<file path="src/hw/rtl/dge_pkg.sv">
// shared types, constants and fixed-point helpers for the determinant block
package dge_pkg;

  localparam int unsigned MAX_DIM = 8;
  localparam int unsigned DEPTH   = MAX_DIM * MAX_DIM;
  localparam int unsigned ADDR_W  = $clog2(DEPTH);
  localparam int unsigned IDX_W   = $clog2(MAX_DIM);
  localparam int unsigned DIM_W   = 4;
  localparam int unsigned CNT_W   = ADDR_W + 1;
  localparam int unsigned ELEM_W  = 32;
  localparam int unsigned DATA_W  = 64;
  localparam int unsigned DIV_CYC = 96;
  localparam logic [DIM_W-1:0] DIM_RESET = 4'd3;
  localparam logic [DATA_W-1:0] ONE_Q32  = 64'h0000_0001_0000_0000;
  localparam logic [DATA_W-1:0] Q_MIN    = 64'h8000_0000_0000_0000;
  localparam logic [DATA_W-1:0] Q_MAX    = 64'h7FFF_FFFF_FFFF_FFFF;

  // datapath operations
  typedef enum logic [4:0] {
    DP_NOP,
    DP_LD_A,
    DP_LD_B,
    DP_LD_T,
    DP_A_FROM_ACC,
    DP_B_FROM_M,
    DP_T_FROM_MRES,
    DP_ACC_RD,
    DP_ACC_ONE,
    DP_ACC_ZERO,
    DP_ACC_MRES,
    DP_ACC_SUB_T,
    DP_ACC_NEG,
    DP_MUL_GO,
    DP_DIV_GO,
    DP_FLIP,
    DP_OUT_LOAD
  } dp_op_e;

  // source of the matrix store write data
  typedef enum logic [2:0] {
    WR_ELEM,
    WR_ZERO,
    WR_A,
    WR_T,
    WR_SUB
  } wr_sel_e;

  typedef struct packed {
    dp_op_e            op;
    logic              rd_en;
    logic [ADDR_W-1:0] rd_addr;
    logic              wr_en;
    logic [ADDR_W-1:0] wr_addr;
    wr_sel_e           wr_sel;
  } dp_cmd_t;

  typedef struct packed {
    logic a_zero;
    logic b_zero;
    logic mul_busy;
    logic div_busy;
    logic out_full;
  } dp_stat_t;

  // magnitude of a signed word, most negative maps to 2^63
  function automatic logic [DATA_W-1:0] mag(input logic [DATA_W-1:0] v);
    return v[DATA_W-1] ? (~v + 1'b1) : v;
  endfunction

  // apply sign to a magnitude with saturation, returns {sat, value}
  function automatic logic [DATA_W:0] make_signed(input logic [DATA_W-1:0] m,
                                                  input logic neg, input logic over);
    logic [DATA_W:0] res;
    if (neg) begin
      if (over || (m > Q_MIN)) res = {1'b1, Q_MIN};
      else res = {1'b0, ~m + 1'b1};
    end else begin
      if (over || m[DATA_W-1]) res = {1'b1, Q_MAX};
      else res = {1'b0, m};
    end
    return res;
  endfunction

  // saturating a - b, returns {sat, value}
  function automatic logic [DATA_W:0] sat_sub(input logic [DATA_W-1:0] a,
                                              input logic [DATA_W-1:0] b);
    logic [DATA_W:0] diff;
    logic [DATA_W:0] res;
    diff = {a[DATA_W-1], a} - {b[DATA_W-1], b};
    if (diff[DATA_W] != diff[DATA_W-1]) res = {1'b1, diff[DATA_W] ? Q_MIN : Q_MAX};
    else res = {1'b0, diff[DATA_W-1:0]};
    return res;
  endfunction

endpackage

</file>
<file path="src/hw/rtl/dge_ctrl.sv">
// controller: element loading, clearing, elimination sequencing and result hand-off
module dge_ctrl (
  input  logic                          clk_i,
  input  logic                          rst_ni,
  input  logic                          cfg_valid_i,
  input  logic [dge_pkg::DIM_W-1:0]     cfg_data_i,
  input  logic                          in_valid_i,
  input  logic                          in_last_i,
  output logic                          in_ready_o,
  input  dge_pkg::dp_stat_t             stat_i,
  output dge_pkg::dp_cmd_t              cmd_o
);

  typedef enum logic [5:0] {
    S_LOAD, S_CLEAR, S_START,
    S_N1_RD, S_N1_CAP,
    S_N2_RD0, S_N2_RD3, S_N2_CAPB1, S_N2_GO1, S_N2_W1,
    S_N2_RD1, S_N2_RD2, S_N2_CAPB2, S_N2_GO2, S_N2_W2,
    S_PIV_RD, S_PIV_CAP, S_PIV_CHK,
    S_SR_RD, S_SR_CAP, S_SR_CHK,
    S_SW_RDJ, S_SW_RDR, S_SW_CAP, S_SW_WJ, S_SW_WR,
    S_RW_PRD, S_RW_ARD, S_RW_ACAP, S_DIV_GO, S_DIV_W,
    S_K_RDJ, S_K_CAP, S_K_GO, S_K_W, S_K_RDI, S_K_ICAP, S_K_WR,
    S_DG_INIT, S_DG_RD, S_DG_CAP, S_DG_A, S_DG_GO, S_DG_W,
    S_NEG, S_OUT
  } state_e;

  state_e                        state_q, state_d;
  logic [dge_pkg::DIM_W-1:0]     dim_q, n_q, n_d, eff_n, n_m1, n_m2;
  logic [dge_pkg::CNT_W-1:0]     lc_q, lc_d, lc_inc, tot_cur, tot_n;
  logic [dge_pkg::IDX_W-1:0]     j_q, j_d, i_q, i_d, k_q, k_d, r_q, r_d;
  logic                          k_end, i_end, j_end, r_end;

  // linear store address of a row and column
  function automatic logic [dge_pkg::ADDR_W-1:0] mat_addr(
      input logic [dge_pkg::IDX_W-1:0] row, input logic [dge_pkg::IDX_W-1:0] col,
      input logic [dge_pkg::DIM_W-1:0] n);
    logic [dge_pkg::CNT_W-1:0] lin;
    lin = {4'b0000, row} * {3'b000, n} + {4'b0000, col};
    return lin[dge_pkg::ADDR_W-1:0];
  endfunction

  // effective size, zero acts as one and large values clamp
  always_comb begin
    if (dim_q == '0) eff_n = 4'd1;
    else if (dim_q > 4'(dge_pkg::MAX_DIM)) eff_n = 4'(dge_pkg::MAX_DIM);
    else eff_n = dim_q;
  end

  assign tot_cur = {3'b000, eff_n} * {3'b000, eff_n};
  assign tot_n   = {3'b000, n_q} * {3'b000, n_q};
  assign lc_inc  = lc_q + 7'd1;
  assign n_m1    = n_q - 4'd1;
  assign n_m2    = n_q - 4'd2;
  assign k_end   = ({1'b0, k_q} == n_m1);
  assign i_end   = ({1'b0, i_q} == n_m1);
  assign r_end   = ({1'b0, r_q} == n_m1);
  assign j_end   = ({1'b0, j_q} == n_m2);
  assign in_ready_o = (state_q == S_LOAD);

  // next state, counters and datapath commands
  always_comb begin
    state_d = state_q;
    n_d     = n_q;
    lc_d    = lc_q;
    j_d     = j_q;
    i_d     = i_q;
    k_d     = k_q;
    r_d     = r_q;
    cmd_o   = '0;
    case (state_q)
      S_LOAD: begin
        if (in_valid_i) begin
          if (lc_q < tot_cur) begin
            cmd_o.wr_en   = 1'b1;
            cmd_o.wr_addr = lc_q[dge_pkg::ADDR_W-1:0];
            cmd_o.wr_sel  = dge_pkg::WR_ELEM;
            lc_d          = lc_inc;
          end
          if (in_last_i) begin
            n_d = eff_n;
            if (lc_d < tot_cur) state_d = S_CLEAR;
            else state_d = S_START;
          end
        end
      end
      // zero the positions that were never loaded
      S_CLEAR: begin
        cmd_o.wr_en   = 1'b1;
        cmd_o.wr_addr = lc_q[dge_pkg::ADDR_W-1:0];
        cmd_o.wr_sel  = dge_pkg::WR_ZERO;
        lc_d          = lc_inc;
        if (lc_inc == tot_n) state_d = S_START;
      end
      S_START: begin
        j_d = '0;
        case (n_q)
          4'd1:    state_d = S_N1_RD;
          4'd2:    state_d = S_N2_RD0;
          default: state_d = S_PIV_RD;
        endcase
      end
      // single element
      S_N1_RD: begin
        cmd_o.rd_en   = 1'b1;
        cmd_o.rd_addr = '0;
        state_d       = S_N1_CAP;
      end
      S_N1_CAP: begin
        cmd_o.op = dge_pkg::DP_ACC_RD;
        state_d  = S_OUT;
      end
      // two by two cross product
      S_N2_RD0: begin
        cmd_o.rd_en   = 1'b1;
        cmd_o.rd_addr = 6'd0;
        state_d       = S_N2_RD3;
      end
      S_N2_RD3: begin
        cmd_o.op      = dge_pkg::DP_LD_A;
        cmd_o.rd_en   = 1'b1;
        cmd_o.rd_addr = 6'd3;
        state_d       = S_N2_CAPB1;
      end
      S_N2_CAPB1: begin
        cmd_o.op = dge_pkg::DP_LD_B;
        state_d  = S_N2_GO1;
      end
      S_N2_GO1: begin
        cmd_o.op = dge_pkg::DP_MUL_GO;
        state_d  = S_N2_W1;
      end
      S_N2_W1: begin
        if (!stat_i.mul_busy) begin
          cmd_o.op = dge_pkg::DP_T_FROM_MRES;
          state_d  = S_N2_RD1;
        end
      end
      S_N2_RD1: begin
        cmd_o.rd_en   = 1'b1;
        cmd_o.rd_addr = 6'd1;
        state_d       = S_N2_RD2;
      end
      S_N2_RD2: begin
        cmd_o.op      = dge_pkg::DP_LD_A;
        cmd_o.rd_en   = 1'b1;
        cmd_o.rd_addr = 6'd2;
        state_d       = S_N2_CAPB2;
      end
      S_N2_CAPB2: begin
        cmd_o.op = dge_pkg::DP_LD_B;
        state_d  = S_N2_GO2;
      end
      S_N2_GO2: begin
        cmd_o.op = dge_pkg::DP_MUL_GO;
        state_d  = S_N2_W2;
      end
      S_N2_W2: begin
        if (!stat_i.mul_busy) begin
          cmd_o.op = dge_pkg::DP_ACC_SUB_T;
          state_d  = S_OUT;
        end
      end
      // pivot of column j
      S_PIV_RD: begin
        cmd_o.rd_en   = 1'b1;
        cmd_o.rd_addr = mat_addr(j_q, j_q, n_q);
        state_d       = S_PIV_CAP;
      end
      S_PIV_CAP: begin
        cmd_o.op = dge_pkg::DP_LD_B;
        state_d  = S_PIV_CHK;
      end
      S_PIV_CHK: begin
        if (stat_i.b_zero) begin
          r_d     = j_q + 3'd1;
          state_d = S_SR_RD;
        end else begin
          i_d     = j_q + 3'd1;
          state_d = S_RW_PRD;
        end
      end
      // search below for a nonzero entry
      S_SR_RD: begin
        cmd_o.rd_en   = 1'b1;
        cmd_o.rd_addr = mat_addr(r_q, j_q, n_q);
        state_d       = S_SR_CAP;
      end
      S_SR_CAP: begin
        cmd_o.op = dge_pkg::DP_LD_A;
        state_d  = S_SR_CHK;
      end
      S_SR_CHK: begin
        if (stat_i.a_zero) begin
          if (r_end) begin
            cmd_o.op = dge_pkg::DP_ACC_ZERO;
            state_d  = S_OUT;
          end else begin
            r_d     = r_q + 3'd1;
            state_d = S_SR_RD;
          end
        end else begin
          cmd_o.op = dge_pkg::DP_FLIP;
          k_d      = '0;
          state_d  = S_SW_RDJ;
        end
      end
      // swap rows j and r
      S_SW_RDJ: begin
        cmd_o.rd_en   = 1'b1;
        cmd_o.rd_addr = mat_addr(j_q, k_q, n_q);
        state_d       = S_SW_RDR;
      end
      S_SW_RDR: begin
        cmd_o.op      = dge_pkg::DP_LD_T;
        cmd_o.rd_en   = 1'b1;
        cmd_o.rd_addr = mat_addr(r_q, k_q, n_q);
        state_d       = S_SW_CAP;
      end
      S_SW_CAP: begin
        cmd_o.op = dge_pkg::DP_LD_A;
        state_d  = S_SW_WJ;
      end
      S_SW_WJ: begin
        cmd_o.wr_en   = 1'b1;
        cmd_o.wr_addr = mat_addr(j_q, k_q, n_q);
        cmd_o.wr_sel  = dge_pkg::WR_A;
        state_d       = S_SW_WR;
      end
      S_SW_WR: begin
        cmd_o.wr_en   = 1'b1;
        cmd_o.wr_addr = mat_addr(r_q, k_q, n_q);
        cmd_o.wr_sel  = dge_pkg::WR_T;
        if (k_end) begin
          state_d = S_PIV_RD;
        end else begin
          k_d     = k_q + 3'd1;
          state_d = S_SW_RDJ;
        end
      end
      // row factor: entry over pivot
      S_RW_PRD: begin
        cmd_o.rd_en   = 1'b1;
        cmd_o.rd_addr = mat_addr(j_q, j_q, n_q);
        state_d       = S_RW_ARD;
      end
      S_RW_ARD: begin
        cmd_o.op      = dge_pkg::DP_LD_B;
        cmd_o.rd_en   = 1'b1;
        cmd_o.rd_addr = mat_addr(i_q, j_q, n_q);
        state_d       = S_RW_ACAP;
      end
      S_RW_ACAP: begin
        cmd_o.op = dge_pkg::DP_LD_A;
        state_d  = S_DIV_GO;
      end
      S_DIV_GO: begin
        cmd_o.op = dge_pkg::DP_DIV_GO;
        state_d  = S_DIV_W;
      end
      S_DIV_W: begin
        if (!stat_i.div_busy) begin
          cmd_o.op = dge_pkg::DP_B_FROM_M;
          k_d      = '0;
          state_d  = S_K_RDJ;
        end
      end
      // row i minus factor times row j, one column at a time
      S_K_RDJ: begin
        cmd_o.rd_en   = 1'b1;
        cmd_o.rd_addr = mat_addr(j_q, k_q, n_q);
        state_d       = S_K_CAP;
      end
      S_K_CAP: begin
        cmd_o.op = dge_pkg::DP_LD_A;
        state_d  = S_K_GO;
      end
      S_K_GO: begin
        cmd_o.op = dge_pkg::DP_MUL_GO;
        state_d  = S_K_W;
      end
      S_K_W: begin
        if (!stat_i.mul_busy) state_d = S_K_RDI;
      end
      S_K_RDI: begin
        cmd_o.rd_en   = 1'b1;
        cmd_o.rd_addr = mat_addr(i_q, k_q, n_q);
        state_d       = S_K_ICAP;
      end
      S_K_ICAP: begin
        cmd_o.op = dge_pkg::DP_LD_A;
        state_d  = S_K_WR;
      end
      S_K_WR: begin
        cmd_o.wr_en   = 1'b1;
        cmd_o.wr_addr = mat_addr(i_q, k_q, n_q);
        cmd_o.wr_sel  = dge_pkg::WR_SUB;
        if (!k_end) begin
          k_d     = k_q + 3'd1;
          state_d = S_K_RDJ;
        end else if (!i_end) begin
          i_d     = i_q + 3'd1;
          state_d = S_RW_PRD;
        end else if (!j_end) begin
          j_d     = j_q + 3'd1;
          state_d = S_PIV_RD;
        end else begin
          state_d = S_DG_INIT;
        end
      end
      // product of the diagonal
      S_DG_INIT: begin
        cmd_o.op = dge_pkg::DP_ACC_ONE;
        i_d      = '0;
        state_d  = S_DG_RD;
      end
      S_DG_RD: begin
        cmd_o.rd_en   = 1'b1;
        cmd_o.rd_addr = mat_addr(i_q, i_q, n_q);
        state_d       = S_DG_CAP;
      end
      S_DG_CAP: begin
        cmd_o.op = dge_pkg::DP_LD_B;
        state_d  = S_DG_A;
      end
      S_DG_A: begin
        cmd_o.op = dge_pkg::DP_A_FROM_ACC;
        state_d  = S_DG_GO;
      end
      S_DG_GO: begin
        cmd_o.op = dge_pkg::DP_MUL_GO;
        state_d  = S_DG_W;
      end
      S_DG_W: begin
        if (!stat_i.mul_busy) begin
          cmd_o.op = dge_pkg::DP_ACC_MRES;
          if (i_end) begin
            state_d = S_NEG;
          end else begin
            i_d     = i_q + 3'd1;
            state_d = S_DG_RD;
          end
        end
      end
      S_NEG: begin
        cmd_o.op = dge_pkg::DP_ACC_NEG;
        state_d  = S_OUT;
      end
      // hand the result to the output register
      S_OUT: begin
        if (!stat_i.out_full) begin
          cmd_o.op = dge_pkg::DP_OUT_LOAD;
          lc_d     = '0;
          state_d  = S_LOAD;
        end
      end
      default: state_d = S_LOAD;
    endcase
  end

  // state, counters and size register
  always_ff @(posedge clk_i or negedge rst_ni) begin
    if (!rst_ni) begin
      state_q <= S_LOAD;
      dim_q   <= dge_pkg::DIM_RESET;
      n_q     <= dge_pkg::DIM_RESET;
      lc_q    <= '0;
      j_q     <= '0;
      i_q     <= '0;
      k_q     <= '0;
      r_q     <= '0;
    end else begin
      state_q <= state_d;
      n_q     <= n_d;
      lc_q    <= lc_d;
      j_q     <= j_d;
      i_q     <= i_d;
      k_q     <= k_d;
      r_q     <= r_d;
      if (cfg_valid_i) dim_q <= cfg_data_i;
    end
  end

endmodule

</file>
<file path="config.mk">
export PLATFORM = sky130hd
export DESIGN_NAME = dge_ctrl
export DESIGN_NICKNAME = d
export VERILOG_FILES = /design/src/hw/rtl/dge_pkg.sv /design/src/hw/rtl/dge_ctrl.sv
export SDC_FILE = /design/constraint.sdc
export NUM_CORES = 1
export LEC_CHECK = 0
export ABC_AREA = 1
export BUFFER_PORTS_ARGS = -buffer_cell sky130_fd_sc_hd__buf_2
export CORE_ASPECT_RATIO = 1.1
export CORE_MARGIN = 1.5
export CORE_UTILIZATION = 55
export CTS_CLUSTER_SIZE = 20
export DETAILED_ROUTE_END_ITERATION = 10
export GPL_ROUTABILITY_DRIVEN = 1
export PLACE_DENSITY = 0.73
export SLEW_MARGIN = 0
export SYNTH_ARGS = -nofsm -noshare
export SYNTH_HDL_FRONTEND = slang
export SYNTH_SLANG_ARGS = --single-unit
</file>
<file path="constraint.sdc">
create_clock -name clk_i -period 4.2 [get_ports clk_i]
set_input_delay 0.84 -clock clk_i [delete_from_list [all_inputs] [get_ports clk_i]]
set_output_delay 0.84 -clock clk_i [all_outputs]
set_load 0.05 [all_outputs]
</file>
; After elaboration in Yosys (flattened, before gate mapping)
; Index checks and enable logic that the tools add are counted.
[word_totals]
register_bits = 33
in_bits = 14
out_inout_bits = 23
elab_cells = 179
[classes]
n_addsub = 14
n_mul = 5
magnitude_cmp = 3
eq_ne = 70
muxes = 57
reduce_logical = 22
[op_table]
columns = op, n
row1 = $pmux W6 S45, 1
row2 = $eq A6 B5 Y1 const B, 16
row3 = $eq A6 B6 Y1 const B, 14
row4 = $mux W6, 14
row5 = $pmux W7 S11, 1
row6 = $pmux W5 S15, 1
row7 = $pmux W10 S5, 1
row8 = $eq A6 B4 Y1 const B, 8
row9 = $mux W3, 15
row10 = $add A6 B3 Y6, 7
row11 = $ne A2 B2 Y1 const B, 18
row12 = $mux W7, 5
row13 = $mux W4, 7
row14 = $eq A6 B3 Y1 const B, 4
row15 = $pmux W7 S3, 1
row16 = $mux W10, 2
row17 = $mul A3 B4 Y6, 3
row18 = $eq A3 B4 Y1, 4
row19 = $reduce_and A4 Y1, 4
row20 = $mux W5, 3
row21 = $lt A7 B7 Y1, 2
row22 = $mul A4 B4 Y7, 2
row23 = $add A3 B1 Y3 const B, 4
row24 = $eq A6 B2 Y1 const B, 2
row25 = other kinds (24), 32

; Depth between registers and ports, before layout
[depth]
word_depth = 13
ltp_mapped = 29
depth_no_buf = 29

; Worst setup path after synthesis
; No wires, ideal clock.
[synth_path]
kind = register to output
start = register n_q[1] (netlist name)
end = output cmd_o[7] (netlist name)
t_arrival_ps = 3463
required_time_ps = 3360
path_slack_ps = -103
stages_incl_launch_ff = 13
n_path_buf = 1
cell_sequence = dfstp_2 -> clkbuf_1 -> nand2_1 -> fa_1 -> inv_1 -> ha_1 -> fa_1 -> inv_1 -> o22ai_1 -> xor2_1 -> o22ai_1 -> a221oi_1 -> o21ai_0
[synth_lines]
columns = element, line
row1 = "start, declared", dge_ctrl.sv:29  ; logic [dge_pkg::DIM_W-1:0] dim_q, n_q, n_d, eff_n, n_m1, n_m2;
row2 = "start signal, assigned", dge_ctrl.sv:366  ; n_q <= dge_pkg::DIM_RESET;
row3 = "start signal, assigned", dge_ctrl.sv:374  ; n_q <= n_d;
row4 = "end, declared", dge_ctrl.sv:11  ; output dge_pkg::dp_cmd_t cmd_o

==> flow_metrics.py <==
metrics = {
    "pwr": {
        "switching_power_w": 0.00325,
        "p_int_w": 0.00208,
        "vdd_drop_max_uv": 483,
        "power.leakage_nw": 3.52,
        "power_frac_clock_pct": 4.7,
        "swShare_pct": 61.0,
        "power_density_mw_per_mm2": 800,
        "seqPwrFrac_pct": 12.9,
        "p_comb_share_pct": 82.4,
    },
    "finish": {
        "final_nets": 1039,
        "diodes": 0,
        "postLayoutCellArea_mm2": 0.00666,
        "final_common_cell": "nand2_1",
        "final_cell_mix": "212 x nand2_1, 129 x inv_1, 85 x nor2_1",
        "fin_util_pct": 67.1,
        "area_delta_synth_final_pct": 17.2,
        "drive_above_1_share_pct": 21.2,
    },
    "global_route": {
        "grt_overflow": 0,
        "grt_max_degree": 34,
        "antenna_found_initial": 0,
        "first_global_vias": 6266,
        "grt_usage_pct": 37.7,
        "grt_pass1_wl_mm": 31.9,
    },
    "critical_path": {
        "critical_path.max_stage_delay_ps": 590,
        "r2r_slack_ps": 660,
        "path_max_fanout": 8,
        "critPathLaunchType": "register",
        "worstRegToRegCells": 23,
        "worst_ep_required_time_ps": 3360,
        "worstPathArrival_ps": 3540,
        "cp_cell_sequence": "buf_12, nand2_1, fa_1, inv_2, fa_2, nand2_1, o22ai_2, xor2_2, nor2_1, a31oi_1, o2111ai_2, buf_6",
        "timing.rr.start": "dim_q[3]",
        "r2r_end": "state_q[1]",
        "crit_slowest_cell": "fa_2",
        "crit_top_cell": "nand2_1",
        "critPathCaptureType": "output pin",
        "critical_path_class": "register to output pin",
    },
    "drt": {
        "via_per_inst": 6.19,
        "firstDrtPassIters": 6,
        "drtIter0Drc": 730,
        "ant_nets": 0,
        "drt-wirelength-per-cell_um": 19.4,
        "drc": 0,
        "wirelength_mm": 20.8,
        "vias": 6623,
    },
    "logic_synthesis": {
        "ys_seq_area_share_pct": 14.6,
        "yosysTopAreaCell": "nand2_1",
        "ys_ff_latch": 33,
        "synth_top_area_share_pct": 14.3,
        "syn_area_mm2": 0.00568,
        "yosys.cell_types.count": 56,
        "ys_warn_count": 0,
        "synthCells": 888,
        "synth_area_leaders": "nand2_1 14%, ha_1 13%, dfrtp_1 13%",
        "syn_area_per_cell_um2": 6.40,
    },
    "sta": {
        "fin_ws_ps": -177,
        "fin_tns_setup_ps": -727,
        "finClkSkew_ps": 7.20,
        "rsz0062_at_grt": "yes",
        "min_period_over_period_pct": 104,
        "maxSlewViolCount": 0,
        "finalCriticalPeriod_ps": 4380,
        "fmax_mhz": 228,
        "tightest_slew_ps": 797,
        "setup_viol": 5,
        "hold_viol": 0,
        "slew_headroom_pct": 46.9,
    },
    "floorplanning": {
        "rows": 38,
        "start_util_pct": 57.2,
        "die-area_mm2": 0.0110,
        "core_area_mm2": 0.00994,
        "die_h_um": 110,
        "die_w_um": 99.9,
        "pin_count": 37,
    },
    "cts": {
        "clock_path_buffers": 2,
        "cts_made_buffers": 5,
        "root_buffer": "clkbuf_8",
        "cts_tree": "yes",
        "clk_pin_slew_worst_paths_ps": 80,
        "cts_sinks": 33,
        "htree_levels": 2,
        "worstSkewPairLatency_ps": 300,
    },
    "outcome": {
        "outcome": "finished, violations left",
        "failed_checks": "negative setup slack",
    },
    "job": {
        "cap_violations": 0,
    },
    "hold_path": {
        "hp-class": "register to register",
        "hp-start": "dim_q[0]",
        "min_to": "dim_q[0]",
        "whs_path_depth": 2,
    },
    "placed_design": {
        "gp_congestion": 1.09,
        "dpl_worst_slack_ps": -48.6,
        "placed_area_mm2": 0.00613,
        "numPortBuffers": 36,
        "dpl.hpwl_mm": 15.8,
    },
}
-- how the worst max path moves through the flow --
stage,from,end,slack (ps),cells after the start
2_1_floorplan,n_q[1],cmd_o[8],30,14
3_3_place_gp,n_q[1],cmd_o[15],20,17
3_5_place_dp,n_q[1],cmd_o[15],-50,17
4_1_cts,n_q[1],cmd_o[7],-60,14
5_1_grt,n_q[1],cmd_o[15],-290,15
6_report,n_q[1],cmd_o[14],-180,12
-- final cells by class --
class,count,area [um^2]
multi-input combinational,676,4500
fill,879,3270
sequential,33,832
inverter,165,624
timing repair buffer,68,472
tap,120,150
clock buffer,6,72.6
clock inverter,2,10.0
-- per-stage QoR --
step	hold slack, ps	power (W)	cells
3_3_place_gp	528	0.00435	1052
6_report	559	0.00533	1070
3_5_place_dp	531	0.00445	1052
2_1_floorplan	507	0.00339	889
4_1_cts	542	0.00498	1068
5_1_grt	586	0.00573	1070
-- metal layers --
layer | vias up | wire, um | track usage (%) | part of all wire, %
li1 | 3003 | - | - | -
met1 | 3052 | 7870 | 46.8 | 38
met2 | 446 | 9920 | 65.4 | 48
met3 | 122 | 1840 | 4.13 | 8.8
met4 | 0 | 1160 | 18.2 | 5.6
met5 | - | 0 | 0 | 0
-- sequential cells by signal, indices dropped and copies added, names as in the netlist --
signal,flops
state_q,6
k_q,3
j_q,3
r_q,3
n_q,4
i_q,3
dim_q,4
lc_q,7
-- logic make-up after synthesis --
| family | synth area share [%] |
|---|---|
| fa+ha+maj | 18.7 |
| xor+xnor | 5.86 |
| compound gates | 15.5 |
| other cells | 0.0660 |
| flops | 14.6 |
| mux | 0.352 |
| buf+inv | 12.3 |
| simple gates | 32.6 |
-- power groups by stage --
| stage | Combinational [W] | Sequential, W | Clock [W] |
|---|---|---|---|
| global route | 0.00475 | 0.000706 | 0.000267 |
| global placement | 0.00369 | 0.000661 | 0 |
| detailed placement | 0.00378 | 0.000670 | 0 |
| CTS | 0.00405 | 0.000673 | 0.000256 |
| finish | 0.00439 | 0.000686 | 0.000251 |
| floorplan | 0.00280 | 0.000589 | 0 |
-- cells in the mapped netlist, drive strengths merged --
cell	n
a21boi	1
fa	15
dfstp	4
inv	163
a22oi	3
nand4	12
mux2i	2
a211oi	3
clkbuf	6
nor3	13
o31ai	5
nor4b	1
nor4	11
buf	9
ha	61
a2111oi	4
xor2	25
o221a	1
o21bai	2
nor3b	1
a211o	1
nor2	99
clkinv	2
nand2	228
or2	5
a21oi	20
xnor2	13
and3	1
a21o	3
a221oi	5
a31oi	11
o211ai	6
o22ai	10
nand3	44
o221ai	2
conb	1
o21ai	59
nand3b	3
dfrtp	29
o2111ai	4
-- repair_timing --
| item | CTS | global route |
|---|---|---|
| setup endpoints to repair | 7 | 12 |
| hold buffers | 0 | 0 |
| setup buffers | 10 | 2 |
| gates resized for setup | 51 | 34 |
| pin swaps | 25 | 8 |
| cloned | 0 | 0 |
-- critical path, delay by kind of cell, from the launching register on --
kind,cells,cell delay [ps]
and+or+nand+nor,3,240
adders and majority gates,2,1170
xor gates and xnor gates,1,220
AOI/OAI and AO/OA,3,620
buffers and inverters,3,390
DFF,1,580
No activity file was read; power rests on OpenSTA's default activity.
